$ cat config.mk
export PLATFORM = sky130hd
export DESIGN_NAME = yuv_to_rgb_crop_converter
export DESIGN_NICKNAME = d
export VERILOG_FILES = /design/src/hw/rtl/yrc_pkg.sv /design/src/hw/rtl/yuv_to_rgb_crop_converter.sv /design/src/hw/rtl/yrc_config.sv /design/src/hw/rtl/yrc_datapath.sv
export SDC_FILE = /design/constraint.sdc
export NUM_CORES = 1
export LEC_CHECK = 0
export ABC_CLOCK_PERIOD_IN_PS = 5960
export BUFFER_PORTS_ARGS = -buffer_cell sky130_fd_sc_hd__buf_2
export CORE_ASPECT_RATIO = 1.2
export CORE_UTILIZATION = 63
export CTS_CLUSTER_DIAMETER = 150
export DETAILED_ROUTE_END_ITERATION = 7
export GPL_TIMING_DRIVEN = 0
export PLACE_DENSITY = 0.81
export SLEW_MARGIN = 20
export SYNTH_ARGS = -nofsm -noshare
export SYNTH_HDL_FRONTEND = slang
export SYNTH_HIERARCHICAL = 1
export SYNTH_SLANG_ARGS = --single-unit
$ cat constraint.sdc
create_clock -name clk -period 5.96 [get_ports clk]
set_input_delay 0.596 -clock clk [delete_from_list [all_inputs] [get_ports clk]]
set_output_delay 0.596 -clock clk [all_outputs]
set_load 0.005 [all_outputs]
$ cat src/hw/rtl/yrc_pkg.sv
// Shared types and constants of the YUV to RGB crop converter.
// Used by every module under hw/rtl; depends on nothing else.
package yrc_pkg;

    localparam int DIM_W     = 13;
    localparam int POS_W     = 12;
    localparam int CFG_IDX_W = 3;
    localparam int SUM_W     = 21;

    localparam logic [DIM_W-1:0] MAX_DIM = 13'd4096;

    localparam logic [DIM_W-1:0] RST_FRAME_WIDTH  = 13'd640;
    localparam logic [DIM_W-1:0] RST_FRAME_HEIGHT = 13'd480;
    localparam logic [POS_W-1:0] RST_CROP_LEFT    = 12'd0;
    localparam logic [POS_W-1:0] RST_CROP_TOP     = 12'd0;
    localparam logic [DIM_W-1:0] RST_CROP_WIDTH   = 13'd640;
    localparam logic [DIM_W-1:0] RST_CROP_HEIGHT  = 13'd480;

    localparam logic [7:0] LUMA_OFFSET   = 8'd16;
    localparam logic [8:0] CHROMA_CENTER = 9'd128;

    localparam logic signed [SUM_W-1:0] K_Y  = 21'sd1164;
    localparam logic signed [SUM_W-1:0] K_RV = 21'sd1596;
    localparam logic signed [SUM_W-1:0] K_GU = 21'sd391;
    localparam logic signed [SUM_W-1:0] K_GV = 21'sd813;
    localparam logic signed [SUM_W-1:0] K_BU = 21'sd2018;
    localparam logic signed [SUM_W-1:0] SUM_MAX = 21'sd262143;

    typedef enum logic [CFG_IDX_W-1:0] {
        REG_FRAME_WIDTH  = 3'd0,
        REG_FRAME_HEIGHT = 3'd1,
        REG_CROP_LEFT    = 3'd2,
        REG_CROP_TOP     = 3'd3,
        REG_CROP_WIDTH   = 3'd4,
        REG_CROP_HEIGHT  = 3'd5
    } cfg_idx_t;

    typedef struct packed {
        logic [7:0]       luma;
        logic [7:0]       chroma_red;
        logic [7:0]       chroma_blue;
        logic [POS_W-1:0] column;
        logic [POS_W-1:0] line;
    } in_item_t;

    typedef struct packed {
        logic [7:0] red;
        logic [7:0] green;
        logic [7:0] blue;
        logic       window_end;
    } out_item_t;

    typedef struct packed {
        logic [POS_W-1:0] x_lo;
        logic [DIM_W-1:0] x_end;
        logic [POS_W-1:0] x_last;
        logic [POS_W-1:0] y_lo;
        logic [DIM_W-1:0] y_end;
        logic [POS_W-1:0] y_last;
    } win_t;

    typedef struct packed {
        logic s1;
        logic s2;
        logic s3;
        logic s4;
    } pipe_en_t;

    function automatic logic [DIM_W-1:0] sat_dim(input logic [DIM_W-1:0] v);
        return (v > MAX_DIM) ? MAX_DIM : v;
    endfunction

    function automatic logic [7:0] clamp_component(input logic signed [SUM_W-1:0] s);
        logic [7:0] c;
        if (s < 0) begin
            c = 8'd0;
        end else if (s > SUM_MAX) begin
            c = 8'hff;
        end else begin
            c = s[17:10];
        end
        return c;
    endfunction

endpackage

$ cat src/hw/rtl/yuv_to_rgb_crop_converter.sv
// Top level of the YUV to RGB crop converter: handshakes and stage valid bits.
// Depends on yrc_pkg, yrc_config and yrc_datapath.
//
// One input item is a pixel: its Y byte, the V and U bytes of its 2x2 chroma
// block, and its column and line. A pixel inside the crop window, clipped to
// the frame edge, gives one output item with R, G, B and a flag that marks
// the window's bottom-right pixel; a pixel outside the window gives nothing.
// Both channels use valid and ready. The block takes one item per cycle while
// in_ready is high and has four register stages; out_valid rises once an
// accepted item has passed all four. Each stage loads whenever it is empty or
// the stage after it moves, so a stalled receiver fills the empty stages first
// and in_ready drops only when all four hold an item. Configuration is to be
// written through cfg_en, cfg_index and cfg_data only while the block is idle,
// which the block does not enforce; writes to unused indexes are ignored.
// Reset is asynchronous and active low: it empties the pipeline and restores
// a 640 by 480 frame with a full-frame window.
module yuv_to_rgb_crop_converter (
    input  logic                          clk,
    input  logic                          rst_n,
    input  logic                          in_valid,
    output logic                          in_ready,
    input  yrc_pkg::in_item_t             in_item,
    output logic                          out_valid,
    input  logic                          out_ready,
    output yrc_pkg::out_item_t            out_item,
    input  logic                          cfg_en,
    input  logic [yrc_pkg::CFG_IDX_W-1:0] cfg_index,
    input  logic [yrc_pkg::DIM_W-1:0]     cfg_data
);
    import yrc_pkg::*;

    win_t     win;
    pipe_en_t en;
    logic     s2_inside;
    logic     v1_reg;
    logic     v2_reg;
    logic     v3_reg;
    logic     v4_reg;

    always_comb begin
        en.s4 = !v4_reg || out_ready;
        en.s3 = !v3_reg || en.s4;
        en.s2 = !v2_reg || en.s3;
        en.s1 = !v1_reg || en.s2;
    end

    always_ff @(posedge clk or negedge rst_n) begin
        if (!rst_n) begin
            v1_reg <= 1'b0;
            v2_reg <= 1'b0;
            v3_reg <= 1'b0;
            v4_reg <= 1'b0;
        end else begin
            if (en.s1) begin
                v1_reg <= in_valid;
            end
            if (en.s2) begin
                v2_reg <= v1_reg;
            end
            if (en.s3) begin
                v3_reg <= v2_reg && s2_inside;
            end
            if (en.s4) begin
                v4_reg <= v3_reg;
            end
        end
    end

    yrc_config u_config (
        .clk       (clk),
        .rst_n     (rst_n),
        .cfg_en    (cfg_en),
        .cfg_index (cfg_index),
        .cfg_data  (cfg_data),
        .win       (win)
    );

    yrc_datapath u_datapath (
        .clk       (clk),
        .en        (en),
        .in_item   (in_item),
        .win       (win),
        .s2_inside (s2_inside),
        .out_item  (out_item)
    );

    assign in_ready  = en.s1;
    assign out_valid = v4_reg;

`ifndef SYNTHESIS
    a_full_when_blocked: assert property (@(posedge clk) disable iff (!rst_n)
        !in_ready |-> (v1_reg && v2_reg && v3_reg && v4_reg))
        else $error("input blocked while a stage is empty");

    a_window_drop: assert property (@(posedge clk) disable iff (!rst_n)
        en.s3 |=> (v3_reg == $past(v2_reg && s2_inside)))
        else $error("stage three valid does not follow the window test");

    a_drain: assert property (@(posedge clk) disable iff (!rst_n)
        (v4_reg && out_ready && !v3_reg) |=> !v4_reg)
        else $error("taken item repeated at the output");

    a_no_bubble_stall: assert property (@(posedge clk) disable iff (!rst_n)
        (!v2_reg && v1_reg) |=> v2_reg)
        else $error("stage one item did not move into an empty stage two");
`endif

endmodule

$ cat src/hw/rtl/yrc_config.sv
// Configuration registers and the registered bounds of the clipped crop window.
// Depends on yrc_pkg.
module yrc_config (
    input  logic                         clk,
    input  logic                         rst_n,
    input  logic                         cfg_en,
    input  logic [yrc_pkg::CFG_IDX_W-1:0] cfg_index,
    input  logic [yrc_pkg::DIM_W-1:0]     cfg_data,
    output yrc_pkg::win_t                win
);
    import yrc_pkg::*;

    logic [DIM_W-1:0] frame_width_reg;
    logic [DIM_W-1:0] frame_height_reg;
    logic [POS_W-1:0] crop_left_reg;
    logic [POS_W-1:0] crop_top_reg;
    logic [DIM_W-1:0] crop_width_reg;
    logic [DIM_W-1:0] crop_height_reg;
    logic [DIM_W:0]   x_sum;
    logic [DIM_W:0]   y_sum;
    logic [DIM_W-1:0] x_end;
    logic [DIM_W-1:0] y_end;
    logic [DIM_W-1:0] x_last_full;
    logic [DIM_W-1:0] y_last_full;
    win_t             win_next;
    win_t             win_reg;

    always_ff @(posedge clk or negedge rst_n) begin
        if (!rst_n) begin
            frame_width_reg  <= RST_FRAME_WIDTH;
            frame_height_reg <= RST_FRAME_HEIGHT;
            crop_left_reg    <= RST_CROP_LEFT;
            crop_top_reg     <= RST_CROP_TOP;
            crop_width_reg   <= RST_CROP_WIDTH;
            crop_height_reg  <= RST_CROP_HEIGHT;
        end else if (cfg_en) begin
            case (cfg_index)
                REG_FRAME_WIDTH:  frame_width_reg  <= cfg_data;
                REG_FRAME_HEIGHT: frame_height_reg <= cfg_data;
                REG_CROP_LEFT:    crop_left_reg    <= cfg_data[POS_W-1:0];
                REG_CROP_TOP:     crop_top_reg     <= cfg_data[POS_W-1:0];
                REG_CROP_WIDTH:   crop_width_reg   <= cfg_data;
                REG_CROP_HEIGHT:  crop_height_reg  <= cfg_data;
                default: ;
            endcase
        end
    end

    // The window end is the smaller of start plus width and the frame edge.
    always_comb begin
        x_sum = {2'b00, crop_left_reg} + {1'b0, sat_dim(crop_width_reg)};
        y_sum = {2'b00, crop_top_reg} + {1'b0, sat_dim(crop_height_reg)};
        x_end = (x_sum > {1'b0, sat_dim(frame_width_reg)}) ?
                sat_dim(frame_width_reg) : x_sum[DIM_W-1:0];
        y_end = (y_sum > {1'b0, sat_dim(frame_height_reg)}) ?
                sat_dim(frame_height_reg) : y_sum[DIM_W-1:0];
        x_last_full = x_end - DIM_W'(1);
        y_last_full = y_end - DIM_W'(1);
        win_next.x_lo   = crop_left_reg;
        win_next.x_end  = x_end;
        win_next.x_last = x_last_full[POS_W-1:0];
        win_next.y_lo   = crop_top_reg;
        win_next.y_end  = y_end;
        win_next.y_last = y_last_full[POS_W-1:0];
    end

    always_ff @(posedge clk) begin
        win_reg <= win_next;
    end

    assign win = win_reg;

endmodule

$ cat src/hw/rtl/yrc_datapath.sv
// Four-stage pixel datapath: offset removal, window test and products, sums, clamp.
// Depends on yrc_pkg; stage enables come from the top level.
module yrc_datapath (
    input  logic               clk,
    input  yrc_pkg::pipe_en_t  en,
    input  yrc_pkg::in_item_t  in_item,
    input  yrc_pkg::win_t      win,
    output logic               s2_inside,
    output yrc_pkg::out_item_t out_item
);
    import yrc_pkg::*;

    logic [7:0]              y_reg;
    logic signed [8:0]       v_reg;
    logic signed [8:0]       u_reg;
    logic [POS_W-1:0]        col_reg;
    logic [POS_W-1:0]        row_reg;
    logic [7:0]              y_next;
    logic signed [8:0]       v_next;
    logic signed [8:0]       u_next;

    logic signed [SUM_W-1:0] yw_reg;
    logic signed [SUM_W-1:0] rv_reg;
    logic signed [SUM_W-1:0] gu_reg;
    logic signed [SUM_W-1:0] gv_reg;
    logic signed [SUM_W-1:0] bu_reg;
    logic                    inside_reg;
    logic                    last2_reg;
    logic                    inside_next;
    logic                    last2_next;

    logic signed [SUM_W-1:0] r_reg;
    logic signed [SUM_W-1:0] g_reg;
    logic signed [SUM_W-1:0] b_reg;
    logic                    last3_reg;

    out_item_t               out_reg;
    out_item_t               out_next;

    always_comb begin
        y_next = (in_item.luma > LUMA_OFFSET) ? (in_item.luma - LUMA_OFFSET) : 8'd0;
        v_next = $signed({1'b0, in_item.chroma_red} - CHROMA_CENTER);
        u_next = $signed({1'b0, in_item.chroma_blue} - CHROMA_CENTER);
    end

    always_ff @(posedge clk) begin
        if (en.s1) begin
            y_reg   <= y_next;
            v_reg   <= v_next;
            u_reg   <= u_next;
            col_reg <= in_item.column;
            row_reg <= in_item.line;
        end
    end

    always_comb begin
        inside_next = (col_reg >= win.x_lo) && ({1'b0, col_reg} < win.x_end) &&
                      (row_reg >= win.y_lo) && ({1'b0, row_reg} < win.y_end);
        last2_next  = (col_reg == win.x_last) && (row_reg == win.y_last);
    end

    always_ff @(posedge clk) begin
        if (en.s2) begin
            yw_reg     <= $signed({{(SUM_W-8){1'b0}}, y_reg}) * K_Y;
            rv_reg     <= SUM_W'(v_reg) * K_RV;
            gu_reg     <= SUM_W'(u_reg) * K_GU;
            gv_reg     <= SUM_W'(v_reg) * K_GV;
            bu_reg     <= SUM_W'(u_reg) * K_BU;
            inside_reg <= inside_next;
            last2_reg  <= last2_next;
        end
    end

    assign s2_inside = inside_reg;

    always_ff @(posedge clk) begin
        if (en.s3) begin
            r_reg     <= yw_reg + rv_reg;
            g_reg     <= yw_reg - gu_reg - gv_reg;
            b_reg     <= yw_reg + bu_reg;
            last3_reg <= last2_reg;
        end
    end

    always_comb begin
        out_next.red        = clamp_component(r_reg);
        out_next.green      = clamp_component(g_reg);
        out_next.blue       = clamp_component(b_reg);
        out_next.window_end = last3_reg;
    end

    always_ff @(posedge clk) begin
        if (en.s4) begin
            out_reg <= out_next;
        end
    end

    assign out_item = out_reg;

endmodule
# Yosys cells after proc, flatten, opt, wreduce, memory -nomap -nowiden
# Index checks and enable logic that the tools add are counted.
[classes]
n_addsub = 11
multipliers = 5
order_cmp = 17
eq_ne = 7
muxes = 9
n_reduce_logical = 20
[ops]
columns = ["cell", "count"]
rows = [
  ["$mux W13", 6],
  ["$gt A21 B19 Y1 const B", 3],
  ["$lt A21 B1 Y1 const B", 3],
  ["$gt A13 B13 Y1 const B", 4],
  ["$add A21 B21 Y21", 2],
  ["$sub A21 B21 Y21", 2],
  ["$mul A9 B11 Y20 const B", 2],
  ["$mul A9 B10 Y19 const B", 2],
  ["$add A12 B13 Y14", 2],
  ["$gt A14 B13 Y1", 2],
  ["$lt A12 B13 Y1", 2],
  ["$eq A12 B12 Y1", 2],
  ["$ge A12 B12 Y1", 2],
  ["$mux W8", 3],
  ["$sub A12 B1 Y12 const B", 2],
  ["$sub A8 B8 Y9 const B", 2],
  ["$mul A8 B9 Y17 const B", 1],
  ["$reduce_and A2 Y1", 6],
  ["$gt A8 B5 Y1 const B", 1],
  ["$sub A8 B5 Y8 const B", 1],
  ["$eq A3 B2 Y1 const B", 2],
  ["$eq A3 B3 Y1 const B", 2],
  ["$logic_and A1 B1 Y1", 5],
  ["$logic_not A1 Y1", 4],
  ["3 further kinds", 6],
]
[totals]
reg_bits = 395
input_bits = 69
out_inout_bits = 27

# Longest topological paths before layout
[logic_depth]
depth_word = 6
depth_mapped = 27
ltp_nobuf = 25

# Hierarchy
# Netlist, hierarchy kept.
[modules_own_cells]
columns = ["module", "instances", "cells_each", "area_each_um2"]
rows = [
  ["yrc_datapath", 1, 1484, 16786.1],
  ["yrc_config", 1, 661, 7412.1],
  ["yuv_to_rgb_crop_converter", 1, 13, 167.7],
]

# Worst setup path before layout
# No wires, ideal clock.
[synth_timing]
path_type = "register to register"
start = "register u_config.crop_height_reg[12]"
end = "register u_config.win_reg (netlist bit u_config/win[8])"
setup_time_ns = 0.072
arrival_ns = 4.866
slack_ns = 1.023
stages_incl_launch_ff = 26
path_buffers = 3
cell_sequence = "dfrtp_1 -> clkbuf_1 -> nor2b_1 -> ha_1 -> nor2b_1 -> o2111ai_1 -> a31oi_1 -> o21ai_0 -> nand2b_1 -> a21o_1 -> a21oi_1 -> xnor2_1 -> ha_1 -> nand3_1 -> nor3_1 -> nand3_1 -> a22o_4 -> buf_8 -> buf_6 -> a31oi_1 -> ha_1 -> nand2_1 -> nor4b_1 -> mux2i_4 -> nor3_2 -> xor2_1"
[synth_via]
elab_chain_cells = 6
[synth_rtl]
columns = ["element", "line_no", "source"]
rows = [
  ["from (decl)", "yrc_config.sv:18", "logic [DIM_W-1:0] crop_height_reg;"],
  ["from (signal assigned)", "yrc_config.sv:43", "REG_CROP_HEIGHT: crop_height_reg <= cfg_data;"],
  ["$gt A13 B13 Y1", "yrc_pkg.sv:70", "return (v > MAX_DIM) ? MAX_DIM : v;"],
  ["$mux W13 *", "yrc_pkg.sv:70", ""],
  ["$add A12 B13 Y14 *", "yrc_config.sv:52", "y_sum = {2'b00, crop_top_reg} + {1'b0, sat_dim(crop_height_reg)};"],
  ["$gt A14 B13 Y1", "yrc_config.sv:55", "y_end = (y_sum > {1'b0, sat_dim(frame_height_reg)}) ?"],
  ["$mux W13 *", "yrc_config.sv:55", ""],
  ["$sub A12 B1 Y12 *", "yrc_config.sv:58", "y_last_full = y_end - DIM_W'(1);"],
  ["named net u_config.y_last_full[8]", "yrc_config.sv:24", "logic [DIM_W-1:0] y_last_full;"],
  ["to (signal assigned)", "yrc_config.sv:68", "win_reg <= win_next;"],
  ["to (decl)", "yrc_config.sv:26", "win_t win_reg;"],
]
# The timed path passes the listed nets; every way through them passes the cells marked *.
# A chain may end at the register's enable or synchronous reset.

# Worst setup path in the final report
[layout_timing]
start = "register u_config.crop_width_reg[12]"
end = "register u_config.win_reg (netlist bit u_config/win[47])"
[layout_via]
elab_chain_cells = 6
[layout_rtl]
columns = ["element", "line_no", "source"]
rows = [
  ["from (decl)", "yrc_config.sv:17", "logic [DIM_W-1:0] crop_width_reg;"],
  ["from (signal assigned)", "yrc_config.sv:42", "REG_CROP_WIDTH: crop_width_reg <= cfg_data;"],
  ["$gt A13 B13 Y1", "yrc_pkg.sv:70", ""],
  ["$mux W13 *", "yrc_pkg.sv:70", ""],
  ["$add A12 B13 Y14 *", "yrc_config.sv:51", "x_sum = {2'b00, crop_left_reg} + {1'b0, sat_dim(crop_width_reg)};"],
  ["$gt A14 B13 Y1", "yrc_config.sv:53", "x_end = (x_sum > {1'b0, sat_dim(frame_width_reg)}) ?"],
  ["$mux W13 *", "yrc_config.sv:53", ""],
  ["$sub A12 B1 Y12 *", "yrc_config.sv:57", "x_last_full = x_end - DIM_W'(1);"],
  ["named net u_config.x_last_full[10]", "yrc_config.sv:23", "logic [DIM_W-1:0] x_last_full;"],
]
# Marked as above.

==> flow_summary.json <==
{
  "powerDensity_nw_per_um2": 531,
  "p_sw_mw": 5.61,
  "synth_top_cell_by_area": "edfxtp_1",
  "root_buffer": "clkbuf_16",
  "hold_path.class": "in2reg",
  "yosys_warnings": 6,
  "io_pins": 96,
  "die_x_um": 182,
  "rows": 78,
  "required_ns": 6.43,
  "drt-wirelength-per-cell_um": 18.0,
  "status": "finished clean",
  "critical_path_class": "reg2reg",
  "grt_pass1_wl_um": 82000,
  "clock-skew-final_ns": 0.0188,
  "path_max_fanout": 10,
  "final_layout_size_suffix_gt1_share_pct": 13.5,
  "num_vias": 16200,
  "post_synth_num_cell_types": 88,
  "antenna_found_initial": 0,
  "grt.overflow.total": 0,
  "synth_area_per_cell_um2": 11.3,
  "ys_top_cells_by_count": "ha_1, inv_1, edfxtp_1, nor2_1, a21oi_1",
  "grt_start_max_net_pins": 59,
  "die_area_um2": 39500,
  "cts_tree": "yes",
  "syn_nets": 2705,
  "cp_data_arrival_time_ns": 6.03,
  "p_comb_share_pct": 53.6,
  "htreeDepth": 2,
  "drt_wl_total_um": 50600,
  "cts-buffers-inserted": 37,
  "synthFlopType": "edfxtp_1",
  "slew_viol_final": 0,
  "postCtsSetupBuffers": 0,
  "clock_latency_ns": 0.55,
  "fin_ws_ns": 0.400,
  "finalHoldViolCount": 0,
  "path_cells": "clkbuf_4, nor2b_1, ha_1, inv_1, fa_1, nor2b_1, o31a_1, or4_1, a31oi_2, nor2b_1, o21ai_0, a21oi_1, xor2_1, ha_1, a21o_1, a2111oi_1, o211ai_1, buf_4, buf_2, a31oi_1, ha_1, o21ai_0, nand2b_1, xnor2_1",
  "fmax_ghz": 0.180,
  "cap_violations": 0,
  "numClockSinks": 356,
  "routed_via_density": 5.74,
  "cp-start-kind": "flip-flop",
  "drc": 0,
  "core_um2": 38000,
  "power.internal_mw": 8.69,
  "slew_headroom_pct": 31.6,
  "synth-edff-count": 202,
  "dieHeight_um": 217,
  "initial_core_util_pct": 64.2,
  "grt_pass1_vias": 16800,
  "period_share_pct": 93.3,
  "nNetsFinal": 2852,
  "endpoint_kind": "flip-flop",
  "drt_iter0_drc": 767,
  "period_minus_slack_ns": 5.56,
  "dr.pass1.iters": 5,
  "p_clk_share_pct": 16.8,
  "syn_area_um2": 24400,
  "setup_viol": 0,
  "io_buffers": 95,
  "switching_share_pct": 39.2,
  "synth.ff_latch_count": 356,
  "p_seq_share_pct": 29.6,
  "async_reset_ff_share_pct": 22.5,
  "pre_cts_ws_ns": 0.0563,
  "fin_util_pct": 70.9,
  "gp_congestion": 0.876,
  "slowest_stage": "dfrtp_2",
  "cpPeakStageDelay_ns": 0.45,
  "worst_pin_slew_ns": 1.02,
  "synth.top_cell.area_share_pct": 24.9,
  "peakVddDrop_mv": 0.325,
  "leakage_nw": 12.6,
  "grt_usage_pct": 26.3,
  "rsz0062_at_grt": "no",
  "largest_reg_flops": 74,
  "synth_area_leaders": "edfxtp_1, ha_1, fa_1",
  "n_antenna_cell": 0,
  "ys_seq_area_share_pct": 39.3,
  "clk_pin_slew_ns": 0.06,
  "hpwl_um": 40500,
  "area_growth_syn_to_layout_pct": 10.5,
  "ant_nets": 0,
  "cts_buffer_depth": 3,
  "syn_inst": 2158,
  "yosysMostFrequentCell": "ha_1"
}
[repair_timing]
item,CTS,global route
setup endpoints to repair,0,7
resized for setup,0,12
hold buffers,1,0
hold endpoints to repair,22,0
[metal layers]
metal / wire (um) / GRT usage (%) / up-vias
met5: 0 / 0 / -
met4: 3310 / 16.4 / 0
met3: 1840 / 3.07 / 145
met2: 25900 / 48.6 / 407
met1: 19600 / 28.6 / 7737
li1: - / - / 7868
[stage by stage]
| step | power (mW) | TNS, ns | hold slack (ns) | instance area [um^2] | cells |
|---|---|---|---|---|---|
| final | 14.3 | 0 | 0.213 | 26900 | 2813 |
| after global routing | 15.4 | 0 | 0.189 | 26900 | 2813 |
| after CTS | 14.3 | 0 | 0.189 | 26900 | 2813 |
| after detailed placement | 11.8 | 0 | 0.393 | 25600 | 2745 |
| after global placement | 11.4 | -33.08 | 0.380 | 25400 | 2733 |
| after floorplan | 10.0 | 0 | 0.300 | 24400 | 2158 |
[final cells by class]
class / instances / area (um^2)
Timing Repair Buffer: 108 / 651
Fill cell: 2650 / 11000
Buffer: 24 / 124
Multi-Input combinational cell: 1486 / 13600
Inverter: 292 / 1100
Sequential cell: 356 / 9570
Clock inverter: 25 / 280
Clock buffer: 42 / 996
Tap cell: 480 / 601
[cell families after synthesis]
group / synth area share (%)
AO/OA/AOI/OAI: 9.37
XOR/XNOR: 5.03
adder cells (fa/ha/maj): 27.5
buffers and inverters: 4.99
flip-flops: 39.3
multiplexers: 5.03
AND/OR/NAND/NOR: 8.86
[power groups by stage]
stage | combinational, mW | sequential, mW | clock, mW
detailed placement | 7.52 | 4.27 | 0
global placement | 7.19 | 4.24 | 0
finish | 7.67 | 4.23 | 2.40
floorplan | 5.93 | 4.10 | 0
global route | 8.57 | 4.30 | 2.55
CTS | 7.62 | 4.23 | 2.44
[worst paths after layout]
| check | depth (start not counted) | slack, ns | start | endpoint |
|---|---|---|---|---|
| hold reg to reg | 0 | 0.40 | u_config/crop_top_reg[7] | u_config/win[32] |
| setup / recovery | 24 | 0.40 | u_config/crop_width_reg[12] | u_config/win[47] |
| min in group asynchronous | 2 | 0.49 | rst_n | u_config/crop_width_reg[3] |
| max in group asynchronous | 3 | 4.81 | rst_n | u_config/crop_height_reg[5] |
| hold / removal | 1 | 0.21 | in_item[16] | u_datapath/col_reg[4] |
| setup reg to reg | 24 | 0.40 | u_config/crop_width_reg[12] | u_config/win[47] |
[layout by cell type (no fill, tap or decap), types with 70 or more instances in the layout]
cell / n
nor2_1: 110
mux2_2: 82
fa_1: 95
inv_1: 290
a21oi_1: 101
ha_1: 383
xnor2_1: 84
nand2_1: 70
buf_2: 96
edfxtp_1: 202
dfxtp_1: 74
[critical path, delay by kind of cell (launching register included)]
family                   cells  cell delay [ns]
AND/OR/NAND/NOR              5             0.83
buffers and inverters        4             0.78
XOR/XNOR                     2             0.36
adder cells (fa/ha/maj)      4             1.02
flip-flops                   1             0.45
AO/OA/AOI/OAI                9             2.03
(Power assumes the default switching activity.)
